$ cat config.mk
export PLATFORM = sky130hd
export DESIGN_NAME = ambient_light_backlight_slew_core
export DESIGN_NICKNAME = d
export VERILOG_FILES = /design/src/rtl/core/albs_pkg.sv /design/src/rtl/core/ambient_light_backlight_slew_core.sv /design/src/rtl/core/albs_ram.sv
export SDC_FILE = /design/constraint.sdc
export NUM_CORES = 1
export LEC_CHECK = 0
export BUFFER_PORTS_ARGS = -buffer_cell sky130_fd_sc_hd__buf_4
export CAP_MARGIN = 20
export CORE_MARGIN = 5
export CORE_UTILIZATION = 50
export CTS_BUF_LIST = sky130_fd_sc_hd__clkbuf_16
export DETAILED_ROUTE_END_ITERATION = 8
export PLACE_DENSITY = 0.68
export RECOVER_POWER = 25
export SLEW_MARGIN = 0
export SYNTH_ARGS = -nofsm -noshare
export SYNTH_HDL_FRONTEND = slang
export SYNTH_HIERARCHICAL = 1
export SYNTH_SLANG_ARGS = --single-unit
$ cat constraint.sdc
create_clock -name i_clk -period 9 [get_ports i_clk]
set_input_delay 1.35 -clock i_clk [delete_from_list [all_inputs] [get_ports i_clk]]
set_output_delay 1.35 -clock i_clk [all_outputs]
set_load 0.02 [all_outputs]
$ cat src/rtl/core/albs_pkg.sv
// Shared types, constants and the level clamp for the ambient light backlight slew core.
// No dependencies.
`default_nettype none

package albs_pkg;

    // Field widths
    localparam int SAMPLE_W   = 12;
    localparam int LEVEL_W    = 8;
    localparam int GAIN_W     = 16;
    localparam int STEP_W     = 8;
    localparam int CFG_DATA_W = 16;
    localparam int CFG_IDX_W  = 2;

    // Q2.10 sample times Q8.8 gain carries 18 fraction bits
    localparam int FRAC_SHIFT = 18;

    // Reset values
    localparam logic [GAIN_W-1:0]  GAIN_RESET  = 16'd19341;
    localparam logic [STEP_W-1:0]  STEP_RESET  = 8'd15;
    localparam logic [LEVEL_W-1:0] MIN_RESET   = 8'd50;
    localparam logic [LEVEL_W-1:0] MAX_RESET   = 8'd255;
    localparam logic [LEVEL_W-1:0] LEVEL_RESET = 8'd255;
    localparam logic [LEVEL_W-1:0] LEVEL_TOP   = 8'd255;

    // Configuration register indexes
    typedef enum logic [CFG_IDX_W-1:0] {
        CFG_GAIN = 2'd0,
        CFG_STEP = 2'd1,
        CFG_MIN  = 2'd2,
        CFG_MAX  = 2'd3
    } t_cfg_idx;

    // Clamp to max first, then to min, so min wins when the limits cross
    function automatic logic [LEVEL_W-1:0] limit_level(
        input logic signed [LEVEL_W+1:0] v,
        input logic [LEVEL_W-1:0]        lo,
        input logic [LEVEL_W-1:0]        hi
    );
        logic signed [LEVEL_W+1:0] t;
        t = v;
        if (t > $signed({2'b00, hi})) begin
            t = $signed({2'b00, hi});
        end
        if (t < $signed({2'b00, lo})) begin
            t = $signed({2'b00, lo});
        end
        return t[LEVEL_W-1:0];
    endfunction

endpackage

`default_nettype wire

$ cat src/rtl/core/ambient_light_backlight_slew_core.sv
// Top level: moving average of light samples and slew-limited backlight level.
// Depends on albs_pkg and albs_ram.
`default_nettype none

//  channel | direction | handshake                 | payload
//  --------+-----------+---------------------------+----------------------------
//  in      | input     | i_in_valid / o_in_stall   | i_kind, i_light_sample
//  out     | output    | o_out_valid / i_out_stall | o_level, o_target_level
//  cfg     | input     | i_cfg_valid / o_cfg_ready | i_cfg_index, i_cfg_data
//
//  A sample word passes these steps from acceptance to result: one sum update (the window
//  RAM read lands at acceptance), one gain multiply, one reciprocal multiply on the same
//  shared multiplier for the divide by WINDOW, one clamp, then the output register.
//  A tick word passes slew and clamp, then the output register.
//  Synchronous active-low reset clears the window valid bits and sum and loads the
//  reset values into the levels and config. o_in_stall is high while a word is in work,
//  so a new word is taken the cycle after a result is loaded. A stalled result holds
//  the block in its output step until taken. o_cfg_ready is always high.

module ambient_light_backlight_slew_core
    import albs_pkg::*;
#(
    parameter int WINDOW = 20
) (
    input  wire logic                  i_clk,
    input  wire logic                  i_rst_n,
    // input words
    input  wire logic                  i_in_valid,
    output logic                       o_in_stall,
    input  wire logic                  i_kind,
    input  wire logic [SAMPLE_W-1:0]   i_light_sample,
    // result words
    output logic                       o_out_valid,
    input  wire logic                  i_out_stall,
    output logic      [LEVEL_W-1:0]    o_level,
    output logic      [LEVEL_W-1:0]    o_target_level,
    // configuration writes
    input  wire logic                  i_cfg_valid,
    output logic                       o_cfg_ready,
    input  wire logic [CFG_IDX_W-1:0]  i_cfg_index,
    input  wire logic [CFG_DATA_W-1:0] i_cfg_data
);

    localparam int SLOT_W  = $clog2(WINDOW);
    localparam int SUM_W   = $clog2(WINDOW * ((1 << SAMPLE_W) - 1) + 1);
    localparam int QW      = SUM_W + GAIN_W - FRAC_SHIFT;
    // Reciprocal of WINDOW, rounded up, exact for every QW-bit dividend
    localparam int RSH     = QW + $clog2(WINDOW);
    localparam int RECIP_W = QW + 1;
    localparam int OPB_W   = (GAIN_W > RECIP_W) ? GAIN_W : RECIP_W;
    localparam int MUL_W   = SUM_W + OPB_W;
    localparam int QH_W    = MUL_W - RSH;

    localparam logic [SLOT_W-1:0] LAST_SLOT = SLOT_W'(WINDOW - 1);
    localparam logic [OPB_W-1:0]  RECIP     = OPB_W'(((1 << RSH) + WINDOW - 1) / WINDOW);

    typedef enum logic [2:0] {
        ST_IDLE,
        ST_SUM,
        ST_MUL,
        ST_DIV,
        ST_DONE,
        ST_TICK,
        ST_OUT
    } t_state;

    t_state r_state;

    // Configuration
    logic [GAIN_W-1:0]  r_gain;
    logic [STEP_W-1:0]  r_step;
    logic [LEVEL_W-1:0] r_min;
    logic [LEVEL_W-1:0] r_max;

    // Window state
    logic [SAMPLE_W-1:0] r_sample;
    logic [SLOT_W-1:0]   r_slot;
    logic [WINDOW-1:0]   r_filled;
    logic [SUM_W-1:0]    r_sum;
    logic [SAMPLE_W-1:0] ram_rdata;

    // Divide state
    logic [QW-1:0]      r_scaled;
    logic [LEVEL_W-1:0] r_quo;
    logic               r_sat;

    // Levels
    logic [LEVEL_W-1:0] r_target;
    logic [LEVEL_W-1:0] r_level;

    // Combinational helpers
    logic [SAMPLE_W-1:0]      old_sample;
    logic [SUM_W-1:0]         n_sum;
    logic [SUM_W-1:0]         mul_a;
    logic [OPB_W-1:0]         mul_b;
    logic [MUL_W-1:0]         prod;
    logic [QH_W-1:0]          quo_hi;
    logic [LEVEL_W-1:0]       raw;
    logic [LEVEL_W-1:0]       tick_tgt;
    logic signed [LEVEL_W+1:0] cur;
    logic signed [LEVEL_W+1:0] tgt_s;
    logic signed [LEVEL_W+1:0] step_s;
    logic signed [LEVEL_W+1:0] n_cur;

    assign o_in_stall  = (r_state != ST_IDLE);
    assign o_cfg_ready = 1'b1;

    albs_ram #(
        .WIDTH (SAMPLE_W),
        .DEPTH (WINDOW)
    ) u_window (
        .i_clk   (i_clk),
        .i_we    (r_state == ST_SUM),
        .i_waddr (r_slot),
        .i_wdata (r_sample),
        .i_raddr (r_slot),
        .o_rdata (ram_rdata)
    );

    // Running sum: drop the oldest word, add the new one; unwritten slots read as zero
    always_comb begin
        old_sample = r_filled[r_slot] ? ram_rdata : '0;
        n_sum      = r_sum - SUM_W'(old_sample) + SUM_W'(r_sample);
    end

    // Shared multiplier: sum times gain, then scaled sum times the reciprocal of WINDOW
    always_comb begin
        if (r_state == ST_MUL) begin
            mul_a = r_sum;
            mul_b = OPB_W'(r_gain);
        end else begin
            mul_a = SUM_W'(r_scaled);
            mul_b = RECIP;
        end
        prod   = MUL_W'(mul_a) * MUL_W'(mul_b);
        quo_hi = prod[MUL_W-1:RSH];
        raw    = r_sat ? LEVEL_TOP : r_quo;
    end

    // Slew step toward the re-clamped target
    always_comb begin
        tick_tgt = limit_level($signed({2'b00, r_target}), r_min, r_max);
        cur      = $signed({2'b00, r_level});
        tgt_s    = $signed({2'b00, tick_tgt});
        step_s   = $signed({2'b00, r_step});
        if (cur < tgt_s) begin
            n_cur = cur + step_s;
        end else if (cur > tgt_s) begin
            n_cur = cur - step_s;
        end else begin
            n_cur = cur;
        end
    end

    // Sequencer, state and registered outputs
    always_ff @(posedge i_clk) begin
        if (!i_rst_n) begin
            r_state     <= ST_IDLE;
            r_gain      <= GAIN_RESET;
            r_step      <= STEP_RESET;
            r_min       <= MIN_RESET;
            r_max       <= MAX_RESET;
            r_slot      <= '0;
            r_filled    <= '0;
            r_sum       <= '0;
            r_target    <= LEVEL_RESET;
            r_level     <= LEVEL_RESET;
            o_out_valid <= 1'b0;
        end else begin
            // Take configuration writes
            if (i_cfg_valid) begin
                case (i_cfg_index)
                    CFG_GAIN: r_gain <= i_cfg_data;
                    CFG_STEP: r_step <= i_cfg_data[STEP_W-1:0];
                    CFG_MIN:  r_min  <= i_cfg_data[LEVEL_W-1:0];
                    CFG_MAX:  r_max  <= i_cfg_data[LEVEL_W-1:0];
                    default:  r_gain <= r_gain;
                endcase
            end

            // Drop a result once taken; the output step handles its own register
            if (o_out_valid && !i_out_stall && (r_state != ST_OUT)) begin
                o_out_valid <= 1'b0;
            end

            case (r_state)
                ST_IDLE: begin
                    if (i_in_valid) begin
                        r_sample <= i_light_sample;
                        r_state  <= i_kind ? ST_TICK : ST_SUM;
                    end
                end
                ST_SUM: begin
                    r_sum            <= n_sum;
                    r_filled[r_slot] <= 1'b1;
                    r_slot           <= (r_slot == LAST_SLOT) ? '0 : r_slot + 1'b1;
                    r_state          <= ST_MUL;
                end
                ST_MUL: begin
                    r_scaled <= prod[FRAC_SHIFT +: QW];
                    r_state  <= ST_DIV;
                end
                ST_DIV: begin
                    // Quotient past the level range saturates
                    r_quo   <= quo_hi[LEVEL_W-1:0];
                    r_sat   <= (quo_hi > QH_W'(LEVEL_TOP));
                    r_state <= ST_DONE;
                end
                ST_DONE: begin
                    r_target <= limit_level($signed({2'b00, raw}), r_min, r_max);
                    r_state  <= ST_OUT;
                end
                ST_TICK: begin
                    r_target <= tick_tgt;
                    r_level  <= limit_level(n_cur, r_min, r_max);
                    r_state  <= ST_OUT;
                end
                ST_OUT: begin
                    // Advance once the output register is free
                    if (!o_out_valid || !i_out_stall) begin
                        o_out_valid    <= 1'b1;
                        o_level        <= r_level;
                        o_target_level <= r_target;
                        r_state        <= ST_IDLE;
                    end
                end
                default: begin
                    r_state <= ST_IDLE;
                end
            endcase
        end
    end

endmodule

`default_nettype wire

$ cat src/rtl/core/albs_ram.sv
// Generic single-write, single-read RAM with registered read data.
// No dependencies.
`default_nettype none

module albs_ram #(
    parameter int WIDTH = 12,
    parameter int DEPTH = 20
) (
    input  wire logic                     i_clk,
    input  wire logic                     i_we,
    input  wire logic [$clog2(DEPTH)-1:0] i_waddr,
    input  wire logic [WIDTH-1:0]         i_wdata,
    input  wire logic [$clog2(DEPTH)-1:0] i_raddr,
    output logic      [WIDTH-1:0]         o_rdata
);

    logic [WIDTH-1:0] r_mem [DEPTH];

    // Write port and registered read port
    always_ff @(posedge i_clk) begin
        if (i_we) begin
            r_mem[i_waddr] <= i_wdata;
        end
        o_rdata <= r_mem[i_raddr];
    end

endmodule

`default_nettype wire
==> key figures <==
Drt
  • M1 WL: 30,200 um
  • Wirelength, routed: 73,800 um
  • Post-DR vias/cell: 5.77
  • Highest metal used: met4
  • Met3 wire length: 5880 um
  • DRC: 0
  • Drt wl/cell: 22.0 um
  • First-pass DRT Iterations: 5
  • Met2 WL: 35,500 um
  • DRT antenna net count: 0
  • First DRT Iteration DRCs: 2,008
  • Total number of vias: 19.4k

Timing
  • Final Cycle Share: 0.962
  • Setup violators final: 0
  • Slew margin rel.: 0.266
  • Fin. max-slew vios: 0
  • Hold Slack: 0.467 ns
  • Hold violation total from the final report: 0
  • Post-route minimum period: 8.65 ns
  • Slew @ Worst Pin: 1.10 ns
  • F_max: 116 MHz
  • Skew final: 0.0371 ns

Clock tree
  • Max Buffers Root-to-Sink: 3
  • CTS tree: yes
  • Inserted Clock Buffers: 42
  • Clk root buf: clkbuf_16
  • Clk_lat worst skew: 0.58 ns
  • Clock transition at path regs: 0.06 ns
  • H-tree Lvls: 2
  • Clock Sinks: 406
  • Hold-fix buffers, CTS: 0

Yosys
  • Cell Area, Synth: 0.0276 mm2
  • Synth cell count leaders: nand2_1, inv_1, edfxtp_1
  • Sequential area share after synthesis: 0.401
  • Synth Flop Type: edfxtp_1
  • #FFs+latches synth: 406
  • EDFF count, synth: 292
  • Post-synth top area cell: edfxtp_1
  • Async S/R FF share, synth: 0
  • Mapped Cells: 2,525
  • Syn_area_per_cell: 10.9 um2
  • Synth Warn #: 6
  • Share of the synthesized area in the top cell type: 0.318
  • Post-synthesis net count: 2,974
  • Synth top area cells: edfxtp_1, fa_1, ha_1
  • Post-synth cell types: 76
  • Most frequent cell after synthesis: nand2_1

Placement
  • Placed wire-length estimate: 54,800 um
  • Placed Instance Area: 0.0292 mm2
  • Placer Congestion: 0.988
  • IO buf count: 53

Global routing
  • Initial antenna violation count: 0
  • Tot GR Track Use: 0.244
  • Total gr overflow: 0
  • First-pass GRT wire length: 114,000 um
  • Vias in the first global route: 19.7k
  • Largest net degree at the start of global routing: 68

Finish
  • Cell area after layout: 0.0309 mm2
  • Area grow syn2layout: 12.2%
  • Share of cells above drive strength 1: 0.131
  • Fillers: 4,635
  • Nets@finish: 3,073
  • Number of antenna diodes: 0

Floorplan
  • Die ar.: 0.0600 mm2
  • Initial core utilization: 0.503
  • Core Rows: 86
  • Overall die height: 245 um
  • Top Ports: 55
  • Core ar.: 0.0549 mm2
  • Die width: 245 um

Setup path
  • Worst EP arrival: 9.13 ns
  • WS Path Type: register to register
  • Startpoint class of the critical path: register
  • CP endpoint kind: register
  • Slowest stage delay, CP: 0.38 ns
  • CP max stage cell: or3_1
  • Crit-path max FO: 8
  • Crit path required time: 9.47 ns
  • Reg2reg setup slack: 0.35 ns

Job
  • Maxcap violations: 0

Hold path
  • Tightest Hold Check Type: register to register

Outcome
  • Outcome: finished, final reports clean
## stage by stage
step / instances / utilization / worst slack, ns / TNS (ns)
detailed placement: 3267 / 0.531 / -0.157 / -1.02
global route: 3361 / 0.564 / -0.0832 / -0.461
CTS: 3347 / 0.558 / 0.0591 / 0
finish: 3361 / 0.564 / 0.345 / 0
global placement: 3259 / 0.530 / 0.0372 / 0
floorplan: 2525 / - / 0.194 / 0
## layout by cell type (no fill, tap or decap), types with 13 or more instances in the layout
cell and instances:
nand2_1 348, inv_1 338, edfxtp_1 292, fa_1 221, ha_1 191, buf_4 139, nor2_1 126, dfxtp_1 111
mux2i_1 70, o21ai_0 62, nor2b_1 55, a21oi_1 49, and3_1 48, nand3_1 45, clkbuf_16 43, mux4_2 42
a22oi_1 35, a21o_1 28, a31oi_1 28, nand2b_1 24, o211ai_1 22, mux2_2 21, a21boi_0 21, and2_1 20
o21ai_1 17, nor3_1 15, a211oi_1 15, or3_1 13, xor2_1 13
## timing repair
action,in CTS,in global routing
setup endpoints to repair,8,8
gates resized for setup,1,51
buffers inserted,3,9
cloned,0,2
endpoints found under the hold margin,0,0
pin swaps,1,8
## sequential cells by signal (all words and copies together), names as in the netlist
name              cells
o_level               8
o_out_valid           1
o_target_level        8
r_filled             20
r_gain               16
r_level               8
r_max                 8
r_min                 8
r_quo                 8
r_sample             12
r_sat                 1
r_scaled             15
r_slot                5
r_state               3
r_step                8
r_sum                17
r_target              8
u_window/o_rdata     12
u_window/r_mem      240
## worst max-delay path: cells and delay by family (launching register included)
kind                       cells  cell delay (ns)
AOI/OAI and AO/OA             22             4.17
and+or+nand+nor               11             1.34
adders and majority gates      5             1.26
buffers and inverters          7             0.98
muxes                          2             0.44
DFF                            1             0.35
## layout make-up
class / instances / area, um2 / share of cell area
Multi-Input combinational cell: 1674 / 15000 / 0.485
Sequential cell: 406 / 11100 / 0.357
Timing Repair Buffer: 170 / 1320 / 0.0427
Inverter: 330 / 1240 / 0.0400
Clock buffer: 43 / 1080 / 0.0348
Tap cell: 704 / 881 / 0.0285
Clock inverter: 34 / 357 / 0.0115
## final timing paths
| kind | from | to | cells past startpoint |
|---|---|---|---|
| max reg2reg | r_max[6]$_SDFFE_PN1P_ | r_level[5]$_SDFFE_PN1P_ | 47 |
| min | r_filled[13]$_SDFFE_PN0P_ | r_filled[13]$_SDFFE_PN0P_ | 1 |
| min reg2reg | r_filled[13]$_SDFFE_PN0P_ | r_filled[13]$_SDFFE_PN0P_ | 1 |
| max | r_max[6]$_SDFFE_PN1P_ | r_level[5]$_SDFFE_PN1P_ | 47 |
## cells by family after synthesis
family | synth area share
flip-flops | 0.401
multiplexers | 0.0704
AO/OA/AOI/OAI | 0.0851
XOR/XNOR | 0.00794
AND/OR/NAND/NOR | 0.125
buffers and inverters | 0.0637
adder cells (fa/ha/maj) | 0.247
other | 0.000136
## metal layers
layer / global-route usage / up-vias
met5: 0 / -
met4: 0.0678 / 0
met3: 0.0448 / 147
met2: 0.405 / 831
met1: 0.332 / 9589
li1: - / 8820
Power is left out: the tool's default activity adds up to more than one toggle a clock period on the data nets, which glitch-free logic cannot reach.
